$ cat config.mk
export PLATFORM = sky130hd
export DESIGN_NAME = eab_queue
export DESIGN_NICKNAME = d
export VERILOG_FILES = /design/src/rtl/eab_pkg.sv /design/src/rtl/eab_queue.sv
export SDC_FILE = /design/constraint.sdc
export NUM_CORES = 1
export LEC_CHECK = 0
export CAP_MARGIN = 20
export CORE_UTILIZATION = 40
export CTS_BUF_LIST = sky130_fd_sc_hd__clkbuf_4 sky130_fd_sc_hd__clkbuf_8
export CTS_CLUSTER_SIZE = 10
export DETAILED_ROUTE_END_ITERATION = 8
export DONT_BUFFER_PORTS = 1
export PLACE_DENSITY = 0.55
export SLEW_MARGIN = 20
export SYNTH_ARGS = -nofsm -noshare
export SYNTH_HDL_FRONTEND = slang
export SYNTH_SLANG_ARGS = --single-unit
$ cat constraint.sdc
create_clock -name clk -period 1.5 [get_ports clk]
set_input_delay 0.15 -clock clk [delete_from_list [all_inputs] [get_ports clk]]
set_output_delay 0.15 -clock clk [all_outputs]
set_load 0.05 [all_outputs]
$ cat src/rtl/eab_pkg.sv
// Shared constants and helpers for the Euler-angle to basis-vector block.
// Holds default parameter values, CORDIC working widths and the arctangent table.
// No dependencies.
package eab_pkg;

  localparam int ANGLE_BITS_DEF   = 16;
  localparam int FRAC_BITS_DEF    = 16;
  localparam int CORDIC_STEPS_DEF = 18;

  // width of each angle field on the input channel
  localparam int ANGLE_IN_W = 16;

  // CORDIC datapath: x/y carry 30 fractional bits, z is a fraction of a turn
  localparam int WORK_FRAC = 30;
  localparam int XY_W      = 34;
  localparam int Z_W       = 33;
  localparam int Z_FRAC    = 32;

  localparam logic signed [XY_W-1:0] CORDIC_GAIN = 34'sd652032874;

  // depth of the queue between front and back
  localparam int QUEUE_DEPTH = 4;

  // atan(2^-i) as a fraction of a turn, 32 fractional bits
  function automatic logic signed [Z_W-1:0] atan_turn(input logic [4:0] i);
    logic signed [Z_W-1:0] r;
    case (i)
      5'd0:  r = 33'sh020000000;
      5'd1:  r = 33'sh012E4051E;
      5'd2:  r = 33'sh009FB385B;
      5'd3:  r = 33'sh0051111D4;
      5'd4:  r = 33'sh0028B0D43;
      5'd5:  r = 33'sh00145D7E1;
      5'd6:  r = 33'sh000A2F61E;
      5'd7:  r = 33'sh000517C55;
      5'd8:  r = 33'sh00028BE53;
      5'd9:  r = 33'sh000145F2F;
      5'd10: r = 33'sh0000A2F98;
      5'd11: r = 33'sh0000517CC;
      5'd12: r = 33'sh000028BE6;
      5'd13: r = 33'sh0000145F3;
      5'd14: r = 33'sh00000A2FA;
      5'd15: r = 33'sh00000517D;
      5'd16: r = 33'sh0000028BE;
      5'd17: r = 33'sh00000145F;
      5'd18: r = 33'sh000000A30;
      5'd19: r = 33'sh000000518;
      5'd20: r = 33'sh00000028C;
      5'd21: r = 33'sh000000146;
      5'd22: r = 33'sh0000000A3;
      5'd23: r = 33'sh000000051;
      5'd24: r = 33'sh000000029;
      5'd25: r = 33'sh000000014;
      5'd26: r = 33'sh00000000A;
      5'd27: r = 33'sh000000005;
      5'd28: r = 33'sh000000003;
      5'd29: r = 33'sh000000001;
      5'd30: r = 33'sh000000001;
      default: r = '0;
    endcase
    return r;
  endfunction

endpackage

$ cat src/rtl/eab_queue.sv
// Small first-in first-out queue between the trig front and the product back.
// Register storage, one push and one pop per cycle.
// Depends on eab_pkg for the default depth.
module eab_queue #(
  parameter int W     = 8,
  parameter int DEPTH = eab_pkg::QUEUE_DEPTH
) (
  input  logic         clk,
  input  logic         rst,
  input  logic         push,
  input  logic [W-1:0] wdata,
  output logic         full,
  input  logic         pop,
  output logic         rvalid,
  output logic [W-1:0] rdata
);

  localparam int PW = (DEPTH > 1) ? $clog2(DEPTH) : 1;
  localparam int CW = $clog2(DEPTH + 1);

  logic [W-1:0]  mem [0:DEPTH-1];
  logic [PW-1:0] wr_ptr;
  logic [PW-1:0] rd_ptr;
  logic [CW-1:0] count;

  assign full   = (count == CW'(DEPTH));
  assign rvalid = (count != '0);
  assign rdata  = mem[rd_ptr];

  // store an item on push
  always_ff @(posedge clk) begin
    if (push) begin
      mem[wr_ptr] <= wdata;
    end
  end

  // advance pointers and fill level
  always_ff @(posedge clk) begin
    if (rst) begin
      wr_ptr <= '0;
      rd_ptr <= '0;
      count  <= '0;
    end else begin
      if (push) begin
        wr_ptr <= (wr_ptr == PW'(DEPTH - 1)) ? '0 : wr_ptr + 1'b1;
      end
      if (pop) begin
        rd_ptr <= (rd_ptr == PW'(DEPTH - 1)) ? '0 : rd_ptr + 1'b1;
      end
      if (push && !pop) begin
        count <= count + 1'b1;
      end else if (!push && pop) begin
        count <= count - 1'b1;
      end
    end
  end

endmodule

==> metrics.md, run 1 <==
| Metric | Value |
|---|---|
| Row Count | 22 |
| 1st-iter DRT viols | 26 |
| Critical Path Start Type | register |
| WL final | 2400 microns |
| Total CTS buffers | 5 |
| LEAKAGE | 0.0006901 uW |
| Mean Syn Cell Area | 18.59 sq um |
| Final setup viols | 8 |
| Final ANT Viol Nets | 0 |
| Dpl cells | 141 |
| Layout cell share with drive strength beyond 1 | 26.13% |
| Worst slew pin tran | 0.2850 ns |
| CTS tree | done |
| Max-cap violations | 0 |
| Slew margin rel. | 81.04% |
| Clock Latency Late Sink | 0.29 ns |
| Die height | 65.23 microns |
| Clock Path Buffers | 2 |
| Core box area | 3744 sq um |
| GP Congestion | 0.7390 |
| DR pass1 iterations | 4 |
| CP Data Required Time | 1.35 ns |
| Hold Path Class | in -> reg |
| Die width | 65.23 microns |
| Hold_ws | 0.02262 ns |
| CP Class | reg -> out |
| Final hold violations | 0 |
| Remaining DRCs | 0 |
| DP HPWL | 1624 microns |
| # IOs | 22 |
| Outcome | finished, violations left |
| H-tree Lvls | 2 |
| DR WL/cell | 15.09 microns |
| Initial Utilization | 42.71% |
| GRT Total Usage | 13.03% |
| Critical Path AT | 1.44 ns |
| Pins over their slew limit | 0 |
| RSZ-0062 raised after global routing | true |
| Failing checks | setup timing |
| Vias in the first global route | 826 |
| Clk slew on worst S/H paths | 0.07 ns |
| Net Count, Synth | 105 |
| Via density | 4.906 |
| First-pass GRT wire length | 3788 microns |
| Peak Freq | 0.6275 GHz |
| Peak supply drop | 0.0005511 V |
| Gate Count Post-Synth | 86 |
| # diodes | 0 |
| Filler cells | 339 |
| CTS Root Cell | clkbuf_8 |
| Setup Skew | 0.002359 ns |
| Via count | 780 |
| Port bufs | 0 |
| GRT overflow | 0 |
| Pin count of the biggest net entering global routing | 14 |
| Crit Path Max Fanout | 3 |
| Non-filler cells, final | 159 |
| Antenna violations before repair | 0 |
| Area delta synth->final | 19.41% |
| CP Capture Type | output port |
| Period utilisation layout | 106.2% |
| Synthesized flop and latch total | 41 |
| Synth warnings | 0 |
| Sink Count | 41 |
| NumNets Final | 129 |
| Post-synthesis cell type count | 16 |
| Mapped cell area | 1599 sq um |
| Seq/Total Area, Yosys | 71.36% |
| Die area | 4254 sq um |
| Worst Setup Slack, final | -0.09350 ns |
| Power Dens Cells | 1264 nW/um^2 |
| Fin crit period | 1.594 ns |
[Yosys cell counts]
cell	n	area share, %
dfxtp_1	9	11
nor2_1	7	1.6
ha_1	6	4.7
xor2_1	2	1.1
a21oi_1	2	0.63
mux2i_1	4	2.5
clkbuf_2	1	0.31
fa_1	1	1.3
nor3b_1	2	0.94
edfxtp_1	32	60
mux4_2	8	11
o21ai_0	1	0.31
and2_1	4	1.6
buf_6	1	0.70
or3_1	2	0.78
inv_1	4	0.94
[area by class of cell]
cell class | count | area, sq um | area share (%)
inverter | 4 | 15.01 | 0.7864
sequential | 41 | 1142 | 59.83
clock buffer | 5 | 68.82 | 3.604
multi-input combinational | 39 | 436.7 | 22.87
tap | 48 | 60.06 | 3.145
timing repair buffer | 19 | 168.9 | 8.847
clock inverter | 3 | 17.52 | 0.9174
[critical path, stage by stage, from the launching register on]
cell	delay, ns
dfxtp_2	0.35
buf_4	0.14
mux4_2	0.66
[registers in the layout (all words and copies together), names as in the netlist, named ones only]
signal and count:
rd_ptr 2, wr_ptr 2, mem 32, count 3
[layout by cell type (no fill, tap or decap)]
cell type | Yosys | final
edfxtp_1 | 32 | 32
dlygate4sd3_1 | 0 | 9
buf_4 | 0 | 9
mux4_2 | 8 | 8
dfxtp_1 | 9 | 8
nor2_1 | 7 | 7
ha_1 | 6 | 6
clkbuf_8 | 0 | 5
inv_1 | 4 | 4
and2_1 | 4 | 4
mux2i_1 | 4 | 4
xor2_1 | 2 | 2
a21oi_1 | 2 | 2
clkinv_2 | 0 | 2
or3_4 | 0 | 1
nor3b_2 | 0 | 1
nor3b_1 | 2 | 1
o21ai_0 | 1 | 1
or3_1 | 2 | 1
fa_1 | 1 | 1
dfxtp_2 | 0 | 1
clkinvlp_4 | 0 | 1
buf_6 | 1 | 1
[timing repair]
action	in CTS	in global routing
endpoints found under the hold margin	41	0
buffers inserted	1	0
gates resized for setup	2	1
hold buffers	9	0
setup endpoints to repair	8	9
[kinds of logic (layout without fill, tap and decap cells)]
group	after synthesis	count (layout)	share of synthesized area, %
flip-flops	41	41	71.36
buffers and inverters	6	31	1.956
multiplexers	12	12	13.77
XOR/XNOR	2	2	1.096
AND/OR/NAND/NOR	15	15	4.929
AO/OA/AOI/OAI	3	3	0.9387
adder cells (fa/ha/maj)	7	7	5.947
[per-layer routing]
layer | vias to the layer above | global-route usage (%) | share of wire (%)
met5 | - | 0 | 0
met4 | 0 | 7.337 | 1.7
met3 | 5 | 3.819 | 4.5
met1 | 388 | 13.55 | 42
li1 | 372 | - | -
met2 | 15 | 23.20 | 52
[metrics by stage]
stage                     util, %  cell area, sq um  total power, uW  setup TNS (ns)  worst slack (ns)
after floorplan                 -              1604             1654               0           0.08835
after detailed placement    45.82              1715             1722       -0.008975         -0.008975
final                       51.00              1909             2413         -0.6551          -0.09350
after CTS                   50.87              1904             2425         -0.7982           -0.1117
after global placement      45.82              1715             1715               0           0.05464
after global routing        51.00              1909             2509         -0.9439           -0.1268
[power breakdown]
| part | switching (uW) | internal (uW) | leakage, uW |
|---|---|---|---|
| Clock | 358 | 320 | 0.0000439 |
| Combinational | 262 | 148 | 0.000278 |
| Sequential | 32.2 | 1290 | 0.000369 |
| Total | 652 | 1760 | 0.000690 |
[path summary, 6_finish.rpt]
path	slack, ns	start	depth (start not counted)	to
min reg2reg	0.50	count[2]$_SDFFE_PP0P_	2	count[2]$_SDFFE_PP0P_
max	-0.09	register	2	rdata[6]
max reg2reg	0.08	count[1]$_SDFFE_PP0P_	4	count[2]$_SDFFE_PP0P_
min	0.02	push	2	wr_ptr[0]$_SDFFE_PP0P_
Note: power is estimated with default switching activity, not from simulation.
==> run 2: changes to the inputs <==
CORE_UTILIZATION = 54   (was 40)
CTS_BUF_LIST = not set   (was sky130_fd_sc_hd__clkbuf_4 sky130_fd_sc_hd__clkbuf_8)
PLACE_DENSITY = 0.71   (was 0.55)
==> metrics.md, run 2 (synthesis gave the netlist of run 1 again) <==
| Metric | Value |
|---|---|
| FF-to-FF Start | count[0]$_SDFFE_PP0P_ |
| Final ANT Viol Nets | 0 (unchanged) |
| DR pass1 iterations | 4 (unchanged) |
| Filler cells | 188 (-45%) |
| GRT overflow | 0 (unchanged) |
| Peak supply drop | 0.001059 V (+92%) |
| Regs by FF count | mem: 32 flops, count: 3 flops |
| Die height | 56.42 microns (-14%) |
| Pin count of the biggest net entering global routing | 14 (unchanged) |
| Layout cell share with drive strength beyond 1 | 25.45% (-0.67 points) |
| GRT Total Usage | 15.57% (+2.5 points) |
| 1st-iter DRT viols | 15 (-42%) |
| Max-cap violations | 0 (unchanged) |
| Worst Setup Slack, final | -0.1477 ns (-0.05415 ns) |
| Setup Skew | 0.02006 ns (+0.01771 ns) |
| TNS Setup | -1.147 ns (-0.4922 ns) |
| Worst slew pin tran | 0.3801 ns (+0.09510 ns) |
| Row Count | 19 (-14%) |
| HP Start | pop |
| Area delta synth->final | 16.67% |
| CP Data Required Time | 1.35 ns (about the same) |
| Comb power frac | 18.0% (+1.0 points) |
| LEAKAGE | 0.0006730 uW (-2.5%) |
| Pins over their slew limit | 0 (unchanged) |
| Clk slew on worst S/H paths | 0.13 ns (+0.06 ns) |
| Total CTS buffers | 5 (unchanged) |
| GP Congestion | 0.6573 (-11%) |
| First-pass GRT wire length | 3498 microns (-7.7%) |
| Sink Count | 41 (unchanged) |
| Max reg flops | 32 (unchanged) |
| CP Capture Type | output port |
| Net Sw Power | 631.5 uW (-3.2%) |
| Reg area | 1145 sq um (+0.22%) |
| Seq pwr share | 59.1% (+4.2 points) |
| Port bufs | 0 (unchanged) |
| Final hold violations | 0 (unchanged) |
| Critical Path AT | 1.50 ns (+0.06 ns) |
| Int Power | 1619 uW (-8.0%) |
| Crit Path Max Fanout | 8 (+5) |
| WL final | 2166 microns (-9.8%) |
| Peak Freq | 0.6069 GHz (-3.3%) |
| Vias in the first global route | 779 (-5.7%) |
| Remaining DRCs | 0 (unchanged) |
| DR WL/cell | 15.36 microns (+1.8%) |
| CTS Root Cell | clkbuf_4 |
| Core box area | 2781 sq um (-26%) |
| Hold Path Class | in -> reg |
| Failing checks | setup timing |
| NumNets Final | 128 (-0.78%) |
| CTS tree | done |
| H-tree Lvls | 2 (unchanged) |
| Clock Power Share | 22.8% (-5.3 points) |
| Critical Path Start Type | register |
| Die width | 56.42 microns (-14%) |
| Initial Utilization | 57.49% (+15 points) |
| # diodes | 0 (unchanged) |
| Commonest non-fill, non-tap cell in the layout | edfxtp_1 |
| Die area | 3183 sq um (-25%) |
| Final setup viols | 8 (unchanged) |
| Core Util, Final | 67.07% (+16 points) |
| Switch share | 28.06% (+1.0 points) |
| Fin crit period | 1.648 ns (+0.05415 ns) |
| Footprint of the multi-input gates | 436.7 sq um (unchanged) |
| Antenna violations before repair | 0 (unchanged) |
| # IOs | 22 (unchanged) |
| Power Dens Cells | 1206 nW/um^2 (-4.5%) |
| Via count | 756 (-3.1%) |
| Setup WS pre-CTS | -0.007053 ns (+0.001921 ns) |
| CP Class | reg -> out |
| Largest Register | mem |
| DP HPWL | 1474 microns (-9.2%) |
| Highest-count cells in the layout ignoring fill and taps | edfxtp_1, dlygate4sd3_1, mux4_2, nor2_1 |
| Period utilisation layout | 109.8% (+3.6 points) |
| Outcome | finished, violations left |
| Slew margin rel. | 74.63% (-6.4 points) |
| RSZ-0062 raised after global routing | true |
| Clock Path Buffers | 2 (unchanged) |
| Clock Latency Late Sink | 0.35 ns (+0.06 ns) |
| Via density | 5.362 (+9.3%) |
## run 2: what timing repair did
item	CTS	global route
gates resized for setup	2	2
endpoints found under the hold margin	41	0
setup buffers	0	0
endpoints found under the setup margin	9	9
hold buffers	11	0
## run 2: routing by layer
metal | vias to the layer above | wire [microns] | global-route usage [%]
met5 | - | 0 | 0
met4 | 0 | 59 | 9.408
met3 | 7 | 99 | 5.300
met2 | 20 | 1074 | 26.53
met1 | 359 | 933 | 16.64
li1 | 370 | - | -
## run 2: final timing paths
kind	endpoint	slack [ns]	depth (start not counted)
setup reg to reg	count[2]$_SDFFE_PP0P_	0.06	4
hold / removal	rd_ptr[0]$_SDFFE_PP0P_	0.06	3
setup / recovery	rdata[1]	-0.15	2
hold reg to reg	count[2]$_SDFFE_PP0P_	0.51	2
## run 2: through the flow
stage          hold slack (ns)  area, sq um  std cells  power (uW)
3_3_place_gp            0.2203         1692        122        1710
6_report               0.06360         1866        141        2250
4_1_cts                0.05249         1863        141        2276
3_5_place_dp            0.2263         1692        122        1720
5_1_grt                0.07497         1866        141        2338
2_1_floorplan           0.2191         1604         86        1654
## run 2: final cells by class
cell class,count,area share [%]
Clock inverter,3,0.9390
Sequential cell,41,61.37
Inverter,4,0.8048
Multi-Input combinational cell,39,23.41
Timing Repair Buffer,18,9.390
Clock buffer,5,2.012
Tap cell,31,2.079
## run 2: power groups by stage
| stage | registers [uW] | clock network (uW) | logic (uW) |
|---|---|---|---|
| 2_1_floorplan | 1340 | 0 | 311 |
| 3_3_place_gp | 1350 | 0 | 358 |
| 3_5_place_dp | 1350 | 0 | 365 |
| 4_1_cts | 1330 | 537 | 410 |
| 5_1_grt | 1340 | 569 | 431 |
| 6_report | 1330 | 514 | 406 |
## run 2: worst max-delay path, cell delays in order (launching register included)
cell and delay [ns]:
dfxtp_2 0.36, buf_12 0.13, mux4_2 0.67
